### src/rtl/mks_pkg.sv
// Shared types and constants for the matrix keypad scanner.
// No dependencies; imported by every module of the block.
package mks_pkg;

   localparam int KEY_ROWS    = 4;
   localparam int KEY_COLUMNS = 4;
   localparam int ROW_W       = 2;
   localparam int COL_W       = 2;
   localparam int CODE_W      = 5;
   localparam int COUNT_W     = 16;

   localparam logic [15:0] DEBOUNCE_RESET = 16'd20;
   localparam logic [15:0] IMMEDIATE_RESET = 16'd19008;

   // register indexes, taken from paddr[2]
   localparam logic REG_DEBOUNCE  = 1'b0;
   localparam logic REG_IMMEDIATE = 1'b1;

   typedef struct packed {
      logic [COUNT_W-1:0] debounce_ticks;
      logic [15:0]        immediate_key_mask;
   } cfg_type;

   typedef struct packed {
      logic [KEY_COLUMNS-1:0] column_drive;
      logic                   key_valid;
      logic [CODE_W-1:0]      key_code;
   } rsp_type;

endpackage

### src/rtl/matrix_keypad_scanner.sv
// 4x4 matrix keypad scanner. Each req word carries the row levels read for the
// column driven now; each rsp word gives the column drive for the next tick, and
// a key code when a key event completes. One word is taken every clock cycle
// while req_stall is low: the whole scan/debounce update is combinational. A
// two-entry output buffer takes one more word while rsp is stalled; req_stall
// then rises on the next cycle and stays high until the buffer has a free entry
// again; rsp is driven from buffer registers. Registers: 0x0 debounce_ticks,
// 0x4 immediate_key_mask. Depends on mks_pkg, mks_scan_core and mks_skid.
module matrix_keypad_scanner import mks_pkg::*; (
   input  logic                   clock,
   input  logic                   reset,
   input  logic                   req_valid,
   output logic                   req_stall,
   input  logic [KEY_ROWS-1:0]    req_row_levels,
   output logic                   rsp_valid,
   input  logic                   rsp_stall,
   output logic [KEY_COLUMNS-1:0] rsp_column_drive,
   output logic                   rsp_key_valid,
   output logic [CODE_W-1:0]      rsp_key_code,
   input  logic                   csr_psel,
   input  logic                   csr_penable,
   input  logic                   csr_pwrite,
   input  logic [2:0]             csr_paddr,
   input  logic [31:0]            csr_pwdata,
   output logic [31:0]            csr_prdata,
   output logic                   csr_pready
);

   cfg_type cfg_ff;
   rsp_type core_word;
   rsp_type out_word;
   logic    word_fire;
   logic    csr_write;

   assign csr_pready = 1'b1;
   assign csr_write  = csr_psel && csr_penable && csr_pwrite;

   always_ff @(posedge clock) begin
      if (reset) begin
         cfg_ff.debounce_ticks     <= DEBOUNCE_RESET;
         cfg_ff.immediate_key_mask <= IMMEDIATE_RESET;
      end else if (csr_write) begin
         case (csr_paddr[2])
            REG_DEBOUNCE:  cfg_ff.debounce_ticks     <= csr_pwdata[15:0];
            REG_IMMEDIATE: cfg_ff.immediate_key_mask <= csr_pwdata[15:0];
            default: ;
         endcase
      end
   end

   always_comb begin
      case (csr_paddr[2])
         REG_DEBOUNCE:  csr_prdata = {16'd0, cfg_ff.debounce_ticks};
         REG_IMMEDIATE: csr_prdata = {16'd0, cfg_ff.immediate_key_mask};
         default:       csr_prdata = '0;
      endcase
   end

   assign word_fire = req_valid && !req_stall;

   mks_scan_core u_core (
      .clock      (clock),
      .reset      (reset),
      .cfg        (cfg_ff),
      .word_fire  (word_fire),
      .row_levels (req_row_levels),
      .result     (core_word)
   );

   mks_skid u_skid (
      .clock     (clock),
      .reset     (reset),
      .in_valid  (word_fire),
      .in_word   (core_word),
      .in_stall  (req_stall),
      .out_valid (rsp_valid),
      .out_word  (out_word),
      .out_stall (rsp_stall)
   );

   assign rsp_column_drive = out_word.column_drive;
   assign rsp_key_valid    = out_word.key_valid;
   assign rsp_key_code     = out_word.key_code;

   a_code_matches_valid: assert property (@(posedge clock) disable iff (reset)
      rsp_valid |-> ((rsp_key_valid && rsp_key_code != '0) ||
                     (!rsp_key_valid && rsp_key_code == '0)))
      else $error("key code does not match key_valid");

   a_one_column_driven: assert property (@(posedge clock) disable iff (reset)
      rsp_valid |-> $countones(~rsp_column_drive) == 1)
      else $error("column drive does not have exactly one low line");

   a_stall_from_output: assert property (@(posedge clock) disable iff (reset)
      $rose(req_stall) |-> $past(rsp_valid && rsp_stall))
      else $error("input stalled without a stalled output word");

endmodule

### src/rtl/mks_scan_core.sv
// Scan and debounce state machine: one input word updates the state and
// yields one result word in the same cycle. Depends on mks_pkg.
module mks_scan_core import mks_pkg::*; (
   input  logic                clock,
   input  logic                reset,
   input  cfg_type             cfg,
   input  logic                word_fire,
   input  logic [KEY_ROWS-1:0] row_levels,
   output rsp_type             result
);

   typedef enum logic [1:0] {
      PH_SCAN    = 2'd0,
      PH_PRESS   = 2'd1,
      PH_RELEASE = 2'd2,
      PH_SETTLE  = 2'd3
   } phase_type;

   phase_type          phase_ff, phase_in;
   logic [COL_W-1:0]   column_ff, column_in;
   logic [COUNT_W-1:0] count_ff, count_in;
   logic [ROW_W-1:0]   held_ff, held_in;

   logic               found;
   logic [ROW_W-1:0]   hit;
   logic [COL_W-1:0]   column_next;
   logic [COUNT_W-1:0] count_dec;
   logic               count_done;

   always_comb begin
      found = 1'b0;
      hit   = '0;
      // last low row wins
      for (int r = 0; r < KEY_ROWS; r++) begin
         if (!row_levels[r]) begin
            found = 1'b1;
            hit   = ROW_W'(r);
         end
      end
   end

   assign column_next = (column_ff == COL_W'(KEY_COLUMNS - 1)) ? '0 : column_ff + 1'b1;
   assign count_dec   = (count_ff != '0) ? count_ff - 1'b1 : count_ff;
   assign count_done  = (count_dec == '0);

   always_comb begin
      phase_in        = phase_ff;
      column_in       = column_ff;
      count_in        = count_ff;
      held_in         = held_ff;
      result.key_valid = 1'b0;
      result.key_code  = '0;
      case (phase_ff)
         PH_SCAN: begin
            if (!found) begin
               column_in = column_next;
            end else if (cfg.immediate_key_mask[{hit, column_ff}]) begin
               result.key_valid = 1'b1;
               result.key_code  = {1'b0, hit, column_ff} + 1'b1;
               column_in        = column_next;
            end else begin
               held_in  = hit;
               count_in = cfg.debounce_ticks;
               phase_in = PH_PRESS;
            end
         end
         PH_PRESS: begin
            count_in = count_dec;
            if (count_done) begin
               phase_in = PH_RELEASE;
            end
         end
         PH_RELEASE: begin
            if (row_levels[held_ff]) begin
               count_in = cfg.debounce_ticks;
               phase_in = PH_SETTLE;
            end
         end
         PH_SETTLE: begin
            count_in = count_dec;
            if (count_done) begin
               result.key_valid = 1'b1;
               result.key_code  = {1'b0, held_ff, column_ff} + 1'b1;
               phase_in         = PH_SCAN;
               column_in        = column_next;
            end
         end
         default: begin
            phase_in = PH_SCAN;
         end
      endcase
      result.column_drive = ~(KEY_COLUMNS'(1) << column_in);
   end

   always_ff @(posedge clock) begin
      if (reset) begin
         phase_ff  <= PH_SCAN;
         column_ff <= '0;
         count_ff  <= '0;
         held_ff   <= '0;
      end else if (word_fire) begin
         phase_ff  <= phase_in;
         column_ff <= column_in;
         count_ff  <= count_in;
         held_ff   <= held_in;
      end
   end

endmodule

### src/rtl/mks_skid.sv
// Two-entry output buffer: holds result words while the consumer stalls,
// with a registered stall back to the producer. Depends on mks_pkg.
module mks_skid import mks_pkg::*; (
   input  logic    clock,
   input  logic    reset,
   input  logic    in_valid,
   input  rsp_type in_word,
   output logic    in_stall,
   output logic    out_valid,
   output rsp_type out_word,
   input  logic    out_stall
);

   logic    main_valid_ff, main_valid_in;
   logic    skid_valid_ff, skid_valid_in;
   rsp_type main_ff, main_in;
   rsp_type skid_ff, skid_in;
   logic    in_fire;

   assign in_stall  = skid_valid_ff;
   assign in_fire   = in_valid && !skid_valid_ff;
   assign out_valid = main_valid_ff;
   assign out_word  = main_ff;

   always_comb begin
      main_valid_in = main_valid_ff;
      skid_valid_in = skid_valid_ff;
      main_in       = main_ff;
      skid_in       = skid_ff;
      if (!main_valid_ff || !out_stall) begin
         if (skid_valid_ff) begin
            main_in       = skid_ff;
            main_valid_in = 1'b1;
            skid_valid_in = 1'b0;
         end else begin
            main_in       = in_word;
            main_valid_in = in_fire;
         end
      end else if (in_fire) begin
         skid_in       = in_word;
         skid_valid_in = 1'b1;
      end
   end

   always_ff @(posedge clock) begin
      if (reset) begin
         main_valid_ff <= 1'b0;
         skid_valid_ff <= 1'b0;
      end else begin
         main_valid_ff <= main_valid_in;
         skid_valid_ff <= skid_valid_in;
      end
      main_ff <= main_in;
      skid_ff <= skid_in;
   end

endmodule

### config.mk
export PLATFORM = sky130hd
export DESIGN_NAME = matrix_keypad_scanner
export DESIGN_NICKNAME = d
export VERILOG_FILES = /design/src/rtl/mks_pkg.sv /design/src/rtl/matrix_keypad_scanner.sv /design/src/rtl/mks_scan_core.sv /design/src/rtl/mks_skid.sv
export SDC_FILE = /design/constraint.sdc
export NUM_CORES = 1
export LEC_CHECK = 0
export ABC_AREA = 0
export BUFFER_PORTS_ARGS = -buffer_cell sky130_fd_sc_hd__buf_2
export CAP_MARGIN = 0
export CORE_MARGIN = 10
export CORE_UTILIZATION = 60
export CTS_BUF_LIST = sky130_fd_sc_hd__clkbuf_4 sky130_fd_sc_hd__clkbuf_8
export DETAILED_ROUTE_END_ITERATION = 7
export GPL_ROUTABILITY_DRIVEN = 0
export GPL_TIMING_DRIVEN = 1
export PLACE_DENSITY_LB_ADDON = 0.12
export REMOVE_ABC_BUFFERS = 1
export SETUP_SLACK_MARGIN = 0.5
export SLEW_MARGIN = 0
export SYNTH_ARGS = -nofsm -noshare
export SYNTH_HDL_FRONTEND = slang
export SYNTH_SLANG_ARGS = --single-unit
### constraint.sdc
create_clock -name clock -period 3.95 [get_ports clock]
set_input_delay 0 -clock clock [delete_from_list [all_inputs] [get_ports clock]]
set_output_delay 0 -clock clock [all_outputs]
set_load 0.01 [all_outputs]
-- Yosys cells after proc, flatten, opt, wreduce, memory -nomap -nowiden
Cells that the tools add are included.
- bits in latches: 0
- register bits: 76
- RAM bits: 0
- memories kept: 0
- output and inout port bits: 45
- logic and storage cells: 87
- memory bits (read-only): 0
- div/mod/pow operators: 0
- muxes and demuxes: 34
- shift-type cells: 1
- add/subtract/negate cells: 4
- equal/unequal tests: 9
- reduce and logical (&&, ||, !) cells: 19
- multiply operators: 0
- bitwise operators: 4
- $lt $le $gt $ge: 2
- operators with widths (cell ; count):
    $mux 16 ; 4
    $pmux 32 s2 ; 1
    $pmux 16 s3 ; 1
    $mux 2 ; 11
    $mux 6 ; 3
    $logic_not 16->1 ; 1
    $reduce_bool 16->1 ; 1
    $sub 16x1->16 const B ; 1
    $pmux 6 s2 ; 1
    $add 4x1->5 const B ; 2
    $mux 10 ; 1
    $mux 1 ; 8
    $ne 2x1->1 const B ; 4
    $pmux 2 s4 ; 1
    $reduce_and 4->1 ; 2
    $eq 2x2->1 const B ; 3
    $reduce_and 2->1 ; 3
    $reduce_and 6->1 ; 1
    $lt 4x5->1 const B ; 1
    $bmux 1 s4 ; 1
    $logic_and 1x1->1 ; 4
    $not 4->4 ; 1
    $pmux 2 s2 ; 1
    $reduce_or 2->1 ; 2
    10 further kinds ; 14

-- Logic depth before layout (Yosys ltp)
Gate-level depths: netlist of the first run.
- depth in word-level cells: 11
- mapped depth: 11
- depth with buffers taken out: 10

-- By module
From an unflattened synthesis of the first run, not the netlist that was laid out.
- cell total of the unflattened synthesis: 504
- area, all modules: 4725.8 sq um
- by module, submodules not included (module ; cells each ; seq. area each (sq um) ; area each (sq um) ; times used):
    mks_scan_core ; 298 ; 440.4 ; 2185.8 ; 1
    matrix_keypad_scanner ; 168 ; 640.6 ; 1717.9 ; 1
    mks_skid ; 38 ; 640.6 ; 822.0 ; 1

-- Least setup slack after synthesis of the first run
No wires, ideal clock.
- path kind: register to register
- start point: register u_core.count_ff[0]
- end point: register u_skid.main_ff, in the netlist u_skid.out_word[7] (data pin)
- data required time: 3.691 ns
- path buffers: 1
- path slack: 1.236 ns
- cell stages (with the launch flop): 12
- data arrival time: 2.455 ns
- path through: dfxtp_1 -> clkbuf_1 -> inv_1 -> ha_1 -> or3b_1 -> o31a_1 -> o22ai_1 -> and4_4 -> and4b_1 -> o21ai_2 -> a22o_1 -> o31a_1
- word-level cells in the longest chain between the ends: 8
- elaborated cells on any way between the ends: 9
- those cells by class: add/sub (1); shift (1); mux (4); bitwise (1); reduce/logical (2)
- ends and longest elaborated chain (what ; RTL line ; source):
    start: declaration ; mks_scan_core.sv:21 ; logic [COUNT_W-1:0] count_ff, count_in;
    start signal: assignment ; mks_scan_core.sv:104 ; count_ff <= count_in;
    $sub 16x1->16 or $reduce_bool 16->1 (tied branches) ; mks_scan_core.sv:43 ; assign count_dec = (count_ff != '0) ? count_ff - 1'b1 : count_ff;
    $mux 16 (*) ; mks_scan_core.sv:43 ;
    $logic_not 16->1 (*) ; mks_scan_core.sv:44 ; assign count_done = (count_dec == '0);
    $mux 2 (*) ; mks_scan_core.sv:81 ; if (count_done) begin
    $pmux 2 s2 (*) ; mks_scan_core.sv:53 ; case (phase_ff)
    $shl 1x2->4 (*) ; mks_scan_core.sv:92 ; result.column_drive = ~(KEY_COLUMNS'(1) << column_in);
    $not 4->4 (*) ; mks_scan_core.sv:92 ;
    $mux 10 (*) ; mks_skid.sv:31 ; if (skid_valid_ff) begin
    end signal: assignment ; mks_skid.sv:53 ; main_ff <= main_in;
    end: declaration ; mks_skid.sv:16 ; rsp_type main_ff, main_in;
Mark *: on every way between the ends. The rest lies on a longest branch, timed or not.
A chain may end at the register's enable or synchronous reset.

-- Worst setup path after layout of the first run
- start point: register u_core.count_ff[0]
- end point: register u_skid.main_ff, in the netlist u_skid.out_word[6] (data pin)
Same word-level chain as after synthesis.

==> results.ini, run 1 <==
[power_and_ir_drop]
swShare_pct = 34.5
seq_power_share_pct = 44.8
ir_drop_mv = 0.252
p_clk_share_pct = 26.1
leakagePower_nw = 1.88
p_switching_mw = 0.705
power_density_mw_per_mm2 = 427
comb_power_share_pct = 29.1
internal_power_mw = 1.34

[logic_synthesis]
syn_area_per_cell_sq_um = 8.51
synth_seq_cells = 76
synth.yosys.seq_area_share_pct = 40.9
yosys.area.top_type_share_pct = 26.6
synth-edff-count = 20
synth_area_sq_mm = 0.00421
yosys_warnings = 0
synth_cells = 495
netlist_top_cells_area = dfxtp_1 (27%), edfxtp_1 (14%), nand2_1 (9.2%)
synth-async-reset-ratio_pct = 0
yosys.area.top_type = dfxtp_1
ys_types = 61
ys.flop_type = dfxtp_1

[clock_tree]
clock_latency_ps = 350
ctsResizeCount = 0
cts_buffers = 9
post-cts-setup-buffer-count = 0
cts_tree = built
clkSlewWorstSetupHoldPaths_ps = 80
cts_sinks = 76
cts-htree-levels = 3
cts_root_buf = clkbuf_8
cts.path.max_buffers = 2

[timing]
worst_clock_skew_ps = 14.7
hold_slack_ps = 63.1
finalCriticalPeriod_ps = 3070
tightest_slew_ps = 1150
rsz0062_at_grt = false
timing.final.max_slew_violations = 0
slew_headroom_pct = 22.8
final-hold-violation-count = 0
setup_slack_ps = 879
fmax_mhz = 326
setup-tns-final_ps = 0
setup-violations-final = 0
period_share_pct = 77.7

[route]
drtIter0Drc = 250
via_per_inst = 5.76
route.vias.total = 3750
postRouteWirelength_mm = 10.6
drc = 0
routedWlPerCell_um = 16.3
ant_nets = 0
dr.pass1.iters = 5

[layout]
drive_gt1_share_pct = 19.6
nFillCells = 557
area_growth_pct = 13.3
fin_nets = 602
n_antenna_cell = 0
final_cell_mix = nand2_1 (103), dfxtp_1 (56), buf_2 (55), nor2_1 (46), a21oi_1 (35)
final_common_cell = nand2_1

[critical_path]
critical_path.max_fanout = 8
cpMaxStageDelayCell = dfxtp_1
cpPeakStageDelay_ps = 460
crit_buf_inv = 1
cp_data_arrival_time_ps = 3160
path_delay_family = compound AO/OA/AOI/OAI gates
cp-start-kind = flip-flop
critPathRequiredTime_ps = 4040
criticalPathCategory = reg -> reg
end_kind = flip-flop
path_cells = inv_1, ha_1, nor3b_2, and2_1, a311oi_1, and4_4, and4b_1, o21ai_2, a22oi_1, a31oi_1

[global_route]
grt_first_pass_wirelength_mm = 17.1
antenna_found_initial = 0
grt.overflow.total = 0
grt_pass1_vias = 3511
grt_max_degree = 57
grtUsageTotal_pct = 18.8

[floorplanning]
die_w_um = 104
rows = 30
die_h_um = 104
core_area_sq_mm = 0.00679
start_util_pct = 62.0
num_io_pins = 91
die_area_sq_mm = 0.0108

[place]
dp_slack_ps = 944
dp_hpwl_mm = 7.42
io_buffers = 55

[flow_run]
drv_cap = 0

[status]
status = completed

[worst_hold_path]
hold_class = in -> reg

[power by group through the flow]
| stage | clock [mW] | combinational, mW | sequential, mW |
|---|---|---|---|
| final | 0.532 | 0.595 | 0.914 |
| after global routing | 0.570 | 0.658 | 0.922 |
| after CTS | 0.535 | 0.589 | 0.913 |
| after detailed placement | 0 | 0.573 | 0.931 |
| after global placement | 0 | 0.560 | 0.929 |
| after floorplan | 0 | 0.400 | 0.932 |
[path summary, 6_finish.rpt]
kind,startpoint,slack [ps],to,depth (start not counted)
worst max-delay path,u_core.count_ff[0]$_SDFFE_PP0P_,880,u_skid.out_word[6]$_DFFE_PP_,10
worst min-delay path,req_row_levels[2],60,u_core.held_ff[1]$_SDFFE_PP0P_,4
worst max register to register,u_core.count_ff[0]$_SDFFE_PP0P_,880,u_skid.out_word[6]$_DFFE_PP_,10
worst min register to register,cfg_ff[31]$_SDFFE_PP0P_,470,cfg_ff[31]$_SDFFE_PP0P_,2
[registers in the layout, indices dropped and copies added (netlist names)]
signal,cells
u_core.phase_ff,2
u_skid.skid_ff,10
u_skid.out_word,10
u_skid.in_stall,1
cfg_ff,32
u_core.count_ff,16
u_skid.out_valid,1
u_core.column_ff,2
u_core.held_ff,2
[stage by stage]
step	power, mW	instance area [sq um]	cells	utilization, %
global placement	1.49	4430	618	65.2
floorplan	1.33	4020	464	-
global route	2.15	4770	651	70.3
CTS	2.04	4770	651	70.3
detailed placement	1.50	4430	618	65.2
finish	2.04	4770	651	70.3
[area by class of cell]
cell class	count	area [sq um]	area share, %
inverters	13	48.8	1.02
multi-input cells	375	2240	47.0
clock buffers	10	131	2.75
flip-flops and latches	76	1720	36.1
well taps	96	120	2.52
repair buffers	75	468	9.80
clock inverters	6	40.0	0.839
[cells by family (layout without fill, tap and decap cells)]
| kind of cell | Yosys count | count (layout) | share of synthesized area [%] |
|---|---|---|---|
| compound gates | 112 | 112 | 17.2 |
| xor+xnor | 4 | 4 | 0.832 |
| fa+ha+maj | 6 | 6 | 1.78 |
| mux | 27 | 27 | 8.43 |
| other cells | 2 | 17 | 0.178 |
| simple gates | 209 | 209 | 23.5 |
| flops | 76 | 76 | 40.9 |
| buf+inv | 59 | 104 | 7.21 |
[per-layer routing]
| metal | wire [um] | vias up | GRT usage, % |
|---|---|---|---|
| met1 | 4470 | 1754 | 22.3 |
| met3 | 593 | 15 | 3.47 |
| met2 | 5400 | 149 | 32.7 |
| met4 | 149 | 0 | 7.06 |
| li1 | - | 1832 | - |
| met5 | 0 | - | 0 |
[repair_timing]
action	in CTS	in global routing
endpoints found under the setup margin	0	0
hold endpoints to repair	34	0
hold buffers	17	0
[tightest hold or removal path, cell delays in order]
cell,delay (ps)
buf_2,140
a21oi_1,70
a21oi_1,110
nor2_1,50
[Yosys cell counts (all sizes together) (2+ instances only)]
master and number:
nand2 103, dfxtp 56, nor2 47, a21oi 35
buf 23, clkbuf 23, o21ai 23, edfxtp 20
mux2 18, inv 13, nor3 13, a22oi 12
nand2b 7, o31ai 7, a211oi 6, ha 6
nand3b 6, mux4 5, nand4 5, nor3b 5
a22o 4, mux2i 4, nand3 4, nor4 4
o31a 4, a31oi 3, and4b 3, nor2b 3
o22ai 3, xnor2 3, a21o 2, a41oi 2
and3 2, conb 2, o221ai 2, o41ai 2
or2 2
(Power assumes the default switching activity.)
==> run 2: changes to the inputs <==
--- a/config.mk
+++ b/config.mk
@@ -9,7 +9,7 @@
 export BUFFER_PORTS_ARGS = -buffer_cell sky130_fd_sc_hd__buf_2
 export CAP_MARGIN = 0
 export CORE_MARGIN = 10
-export CORE_UTILIZATION = 60
+export CORE_UTILIZATION = 57
 export CTS_BUF_LIST = sky130_fd_sc_hd__clkbuf_4 sky130_fd_sc_hd__clkbuf_8
 export DETAILED_ROUTE_END_ITERATION = 7
 export GPL_ROUTABILITY_DRIVEN = 0
==> constraint.sdc (replaced) <==
create_clock -name clock -period 2.9 [get_ports clock]
set_input_delay 0 -clock clock [delete_from_list [all_inputs] [get_ports clock]]
set_output_delay 0 -clock clock [all_outputs]
set_load 0.01 [all_outputs]
==> results.ini, run 2 (synthesis gave the netlist of run 1 again) <==
[status]
status = completed

[power_and_ir_drop]
leakagePower_nw = 2.21  ; +17%
p_total_mw = 3.33  ; +63%
internal_power_mw = 2.13  ; +60%
p_switching_mw = 1.19  ; +69%
seq_power_share_pct = 37.5  ; -7.3 points
comb_power_share_pct = 37.0  ; +7.9 points
power_density_mw_per_mm2 = 602  ; +41%
swShare_pct = 35.9  ; +1.3 points
p_clk_share_pct = 25.4  ; -0.7 points
ir_drop_mv = 0.441  ; +75%

[critical_path]
criticalPathCategory = reg -> reg
cpMaxStageDelayCell = dfxtp_2
critical_path.max_fanout = 6  ; -2
path_cells = inv_2, ha_4, nor3b_4, nand4_2, mux2i_1, and4_4, and4b_2, o21ai_4, a22oi_2, o31a_1
end_kind = flip-flop
critPathRequiredTime_ps = 3010  ; -1030 ps
cp-start-kind = flip-flop
crit_buf_inv = 1  ; unchanged
cpPeakStageDelay_ps = 330  ; -130 ps
cp_data_arrival_time_ps = 2780  ; -380 ps
path_delay_family = simple AND/OR/NAND/NOR gates

[place]
dp_hpwl_mm = 7.73  ; +4.3%
dp_cells = 633  ; +2.4%
dp_slack_ps = -20.2  ; -965 ps
placed_area_sq_mm = 0.00454  ; +2.4%
io_buffers = 55  ; unchanged

[timing]
worst_clock_skew_ps = 8.56  ; -6.10 ps
setup_slack_ps = 227  ; -653 ps
setup-tns-final_ps = 0  ; unchanged
final-hold-violation-count = 0  ; unchanged
tightest_slew_ps = 1100  ; -51.8 ps
setup-violations-final = 0  ; unchanged
period_share_pct = 92.2  ; +14 points
rsz0062_at_grt = true
timing.final.max_slew_violations = 0  ; unchanged
slew_headroom_pct = 26.5  ; +3.7 points
finalCriticalPeriod_ps = 2670  ; -397 ps
fmax_mhz = 374  ; +15%

[floorplanning]
die_area_sq_mm = 0.0112  ; +4.2%
num_io_pins = 91  ; unchanged
core_area_sq_mm = 0.00721  ; +6.2%
die_h_um = 106  ; +2.1%
die_w_um = 106  ; +2.1%
start_util_pct = 58.4  ; -3.6 points
rows = 31  ; +3.3%

[clock_tree]
cts_tree = built
cts.path.max_buffers = 2  ; unchanged
clock_latency_ps = 350  ; about the same
cts_sinks = 76  ; unchanged
cts_buffers = 9  ; unchanged
cts-htree-levels = 3  ; unchanged
clkSlewWorstSetupHoldPaths_ps = 90  ; about the same
cts_root_buf = clkbuf_8

[route]
route.vias.total = 4192  ; +12%
drc = 0  ; unchanged
drtIter0Drc = 360  ; +44%
postRouteWirelength_mm = 12.9  ; +22%
dr.pass1.iters = 5  ; unchanged
routedWlPerCell_um = 18.7  ; +15%
ant_nets = 0  ; unchanged
via_per_inst = 6.06  ; +5.2%

[layout]
drive_gt1_share_pct = 33.2  ; +14 points
final_common_cell = nand2_1
nFillCells = 497  ; -11%
finalNonFillerCells = 692  ; +6.3%
fin_nets = 640  ; +6.3%
area_growth_pct = 31.2
regMostFlops = cfg_ff
stdcell_area_sq_mm = 0.00553  ; +16%
n_antenna_cell = 0  ; unchanged
reg_top3 = cfg_ff: 32 flops, u_core.count_ff: 16 flops
final_cell_mix = nand2_1 (100), buf_2 (55), dfxtp_1 (53), nor2_1 (42), a21oi_1 (32)
largest_reg_flops = 32  ; unchanged

[worst_hold_path]
hold_class = in -> reg

[global_route]
grt_max_degree = 57  ; unchanged
antenna_found_initial = 0  ; unchanged
grtUsageTotal_pct = 21.1  ; +2.3 points
grt_first_pass_wirelength_mm = 19.7  ; +15%
grt.overflow.total = 0  ; unchanged
grt_pass1_vias = 4104  ; +17%

[flow_run]
drv_cap = 0  ; unchanged

## run 2: worst paths after layout
kind	startpoint	endpoint	slack (ps)	depth (start not counted)
setup / recovery	u_core.count_ff[0]$_SDFFE_PP0P_	u_skid.out_word[7]$_DFFE_PP_	230	10
hold / removal	req_row_levels[2]	u_core.held_ff[1]$_SDFFE_PP0P_	90	4
setup reg to reg	u_core.count_ff[0]$_SDFFE_PP0P_	u_skid.out_word[7]$_DFFE_PP_	230	10
hold reg to reg	cfg_ff[26]$_SDFFE_PP0P_	cfg_ff[26]$_SDFFE_PP0P_	470	2
## run 2: cell type report
cell class / count / area (sq um) / share of cell area (%)
Tap cell: 99 / 124 / 2.24
Multi-Input combinational cell: 376 / 2570 / 46.5
Sequential cell: 76 / 1730 / 31.3
Clock buffer: 10 / 131 / 2.38
Clock inverter: 6 / 72.6 / 1.31
Inverter: 13 / 51.3 / 0.928
Timing Repair Buffer: 112 / 847 / 15.3
## run 2: power by group through the flow
| stage | combinational, mW | sequential, mW | clock, mW |
|---|---|---|---|
| 2_1_floorplan | 0.545 | 1.27 | 0 |
| 3_3_place_gp | 0.812 | 1.26 | 0 |
| 3_5_place_dp | 0.827 | 1.26 | 0 |
| 4_1_cts | 1.04 | 1.24 | 0.848 |
| 5_1_grt | 1.31 | 1.26 | 0.900 |
| 6_report | 1.23 | 1.25 | 0.846 |
## run 2: tightest hold or removal path, delay by kind of cell
kind,cells,cell delay [ps]
buf+inv,1,150
compound gates,2,190
simple gates,1,50
## run 2: metal layers
metal,global-route usage (%),wire length (um)
met4,10.6,550
met2,35.2,6220
met5,0,0
met3,5.74,1020
met1,24.3,5120
## run 2: repair_timing
action,4_1_cts,5_1_grt
hold buffers,17,0
resized for setup,44,43
hold endpoints to repair,34,0
endpoints found under the setup margin,34,40
pin swaps,25,22
gates cloned,3,1
setup buffers,12,10
## run 2: metrics by stage
step | hold slack, ps | utilization, %
final | 88.7 | 76.6
after global routing | 148 | 76.6
after CTS | 67.2 | 73.1
after detailed placement | 231 | 62.9
after global placement | 226 | 62.9
after floorplan | 69.1 | -
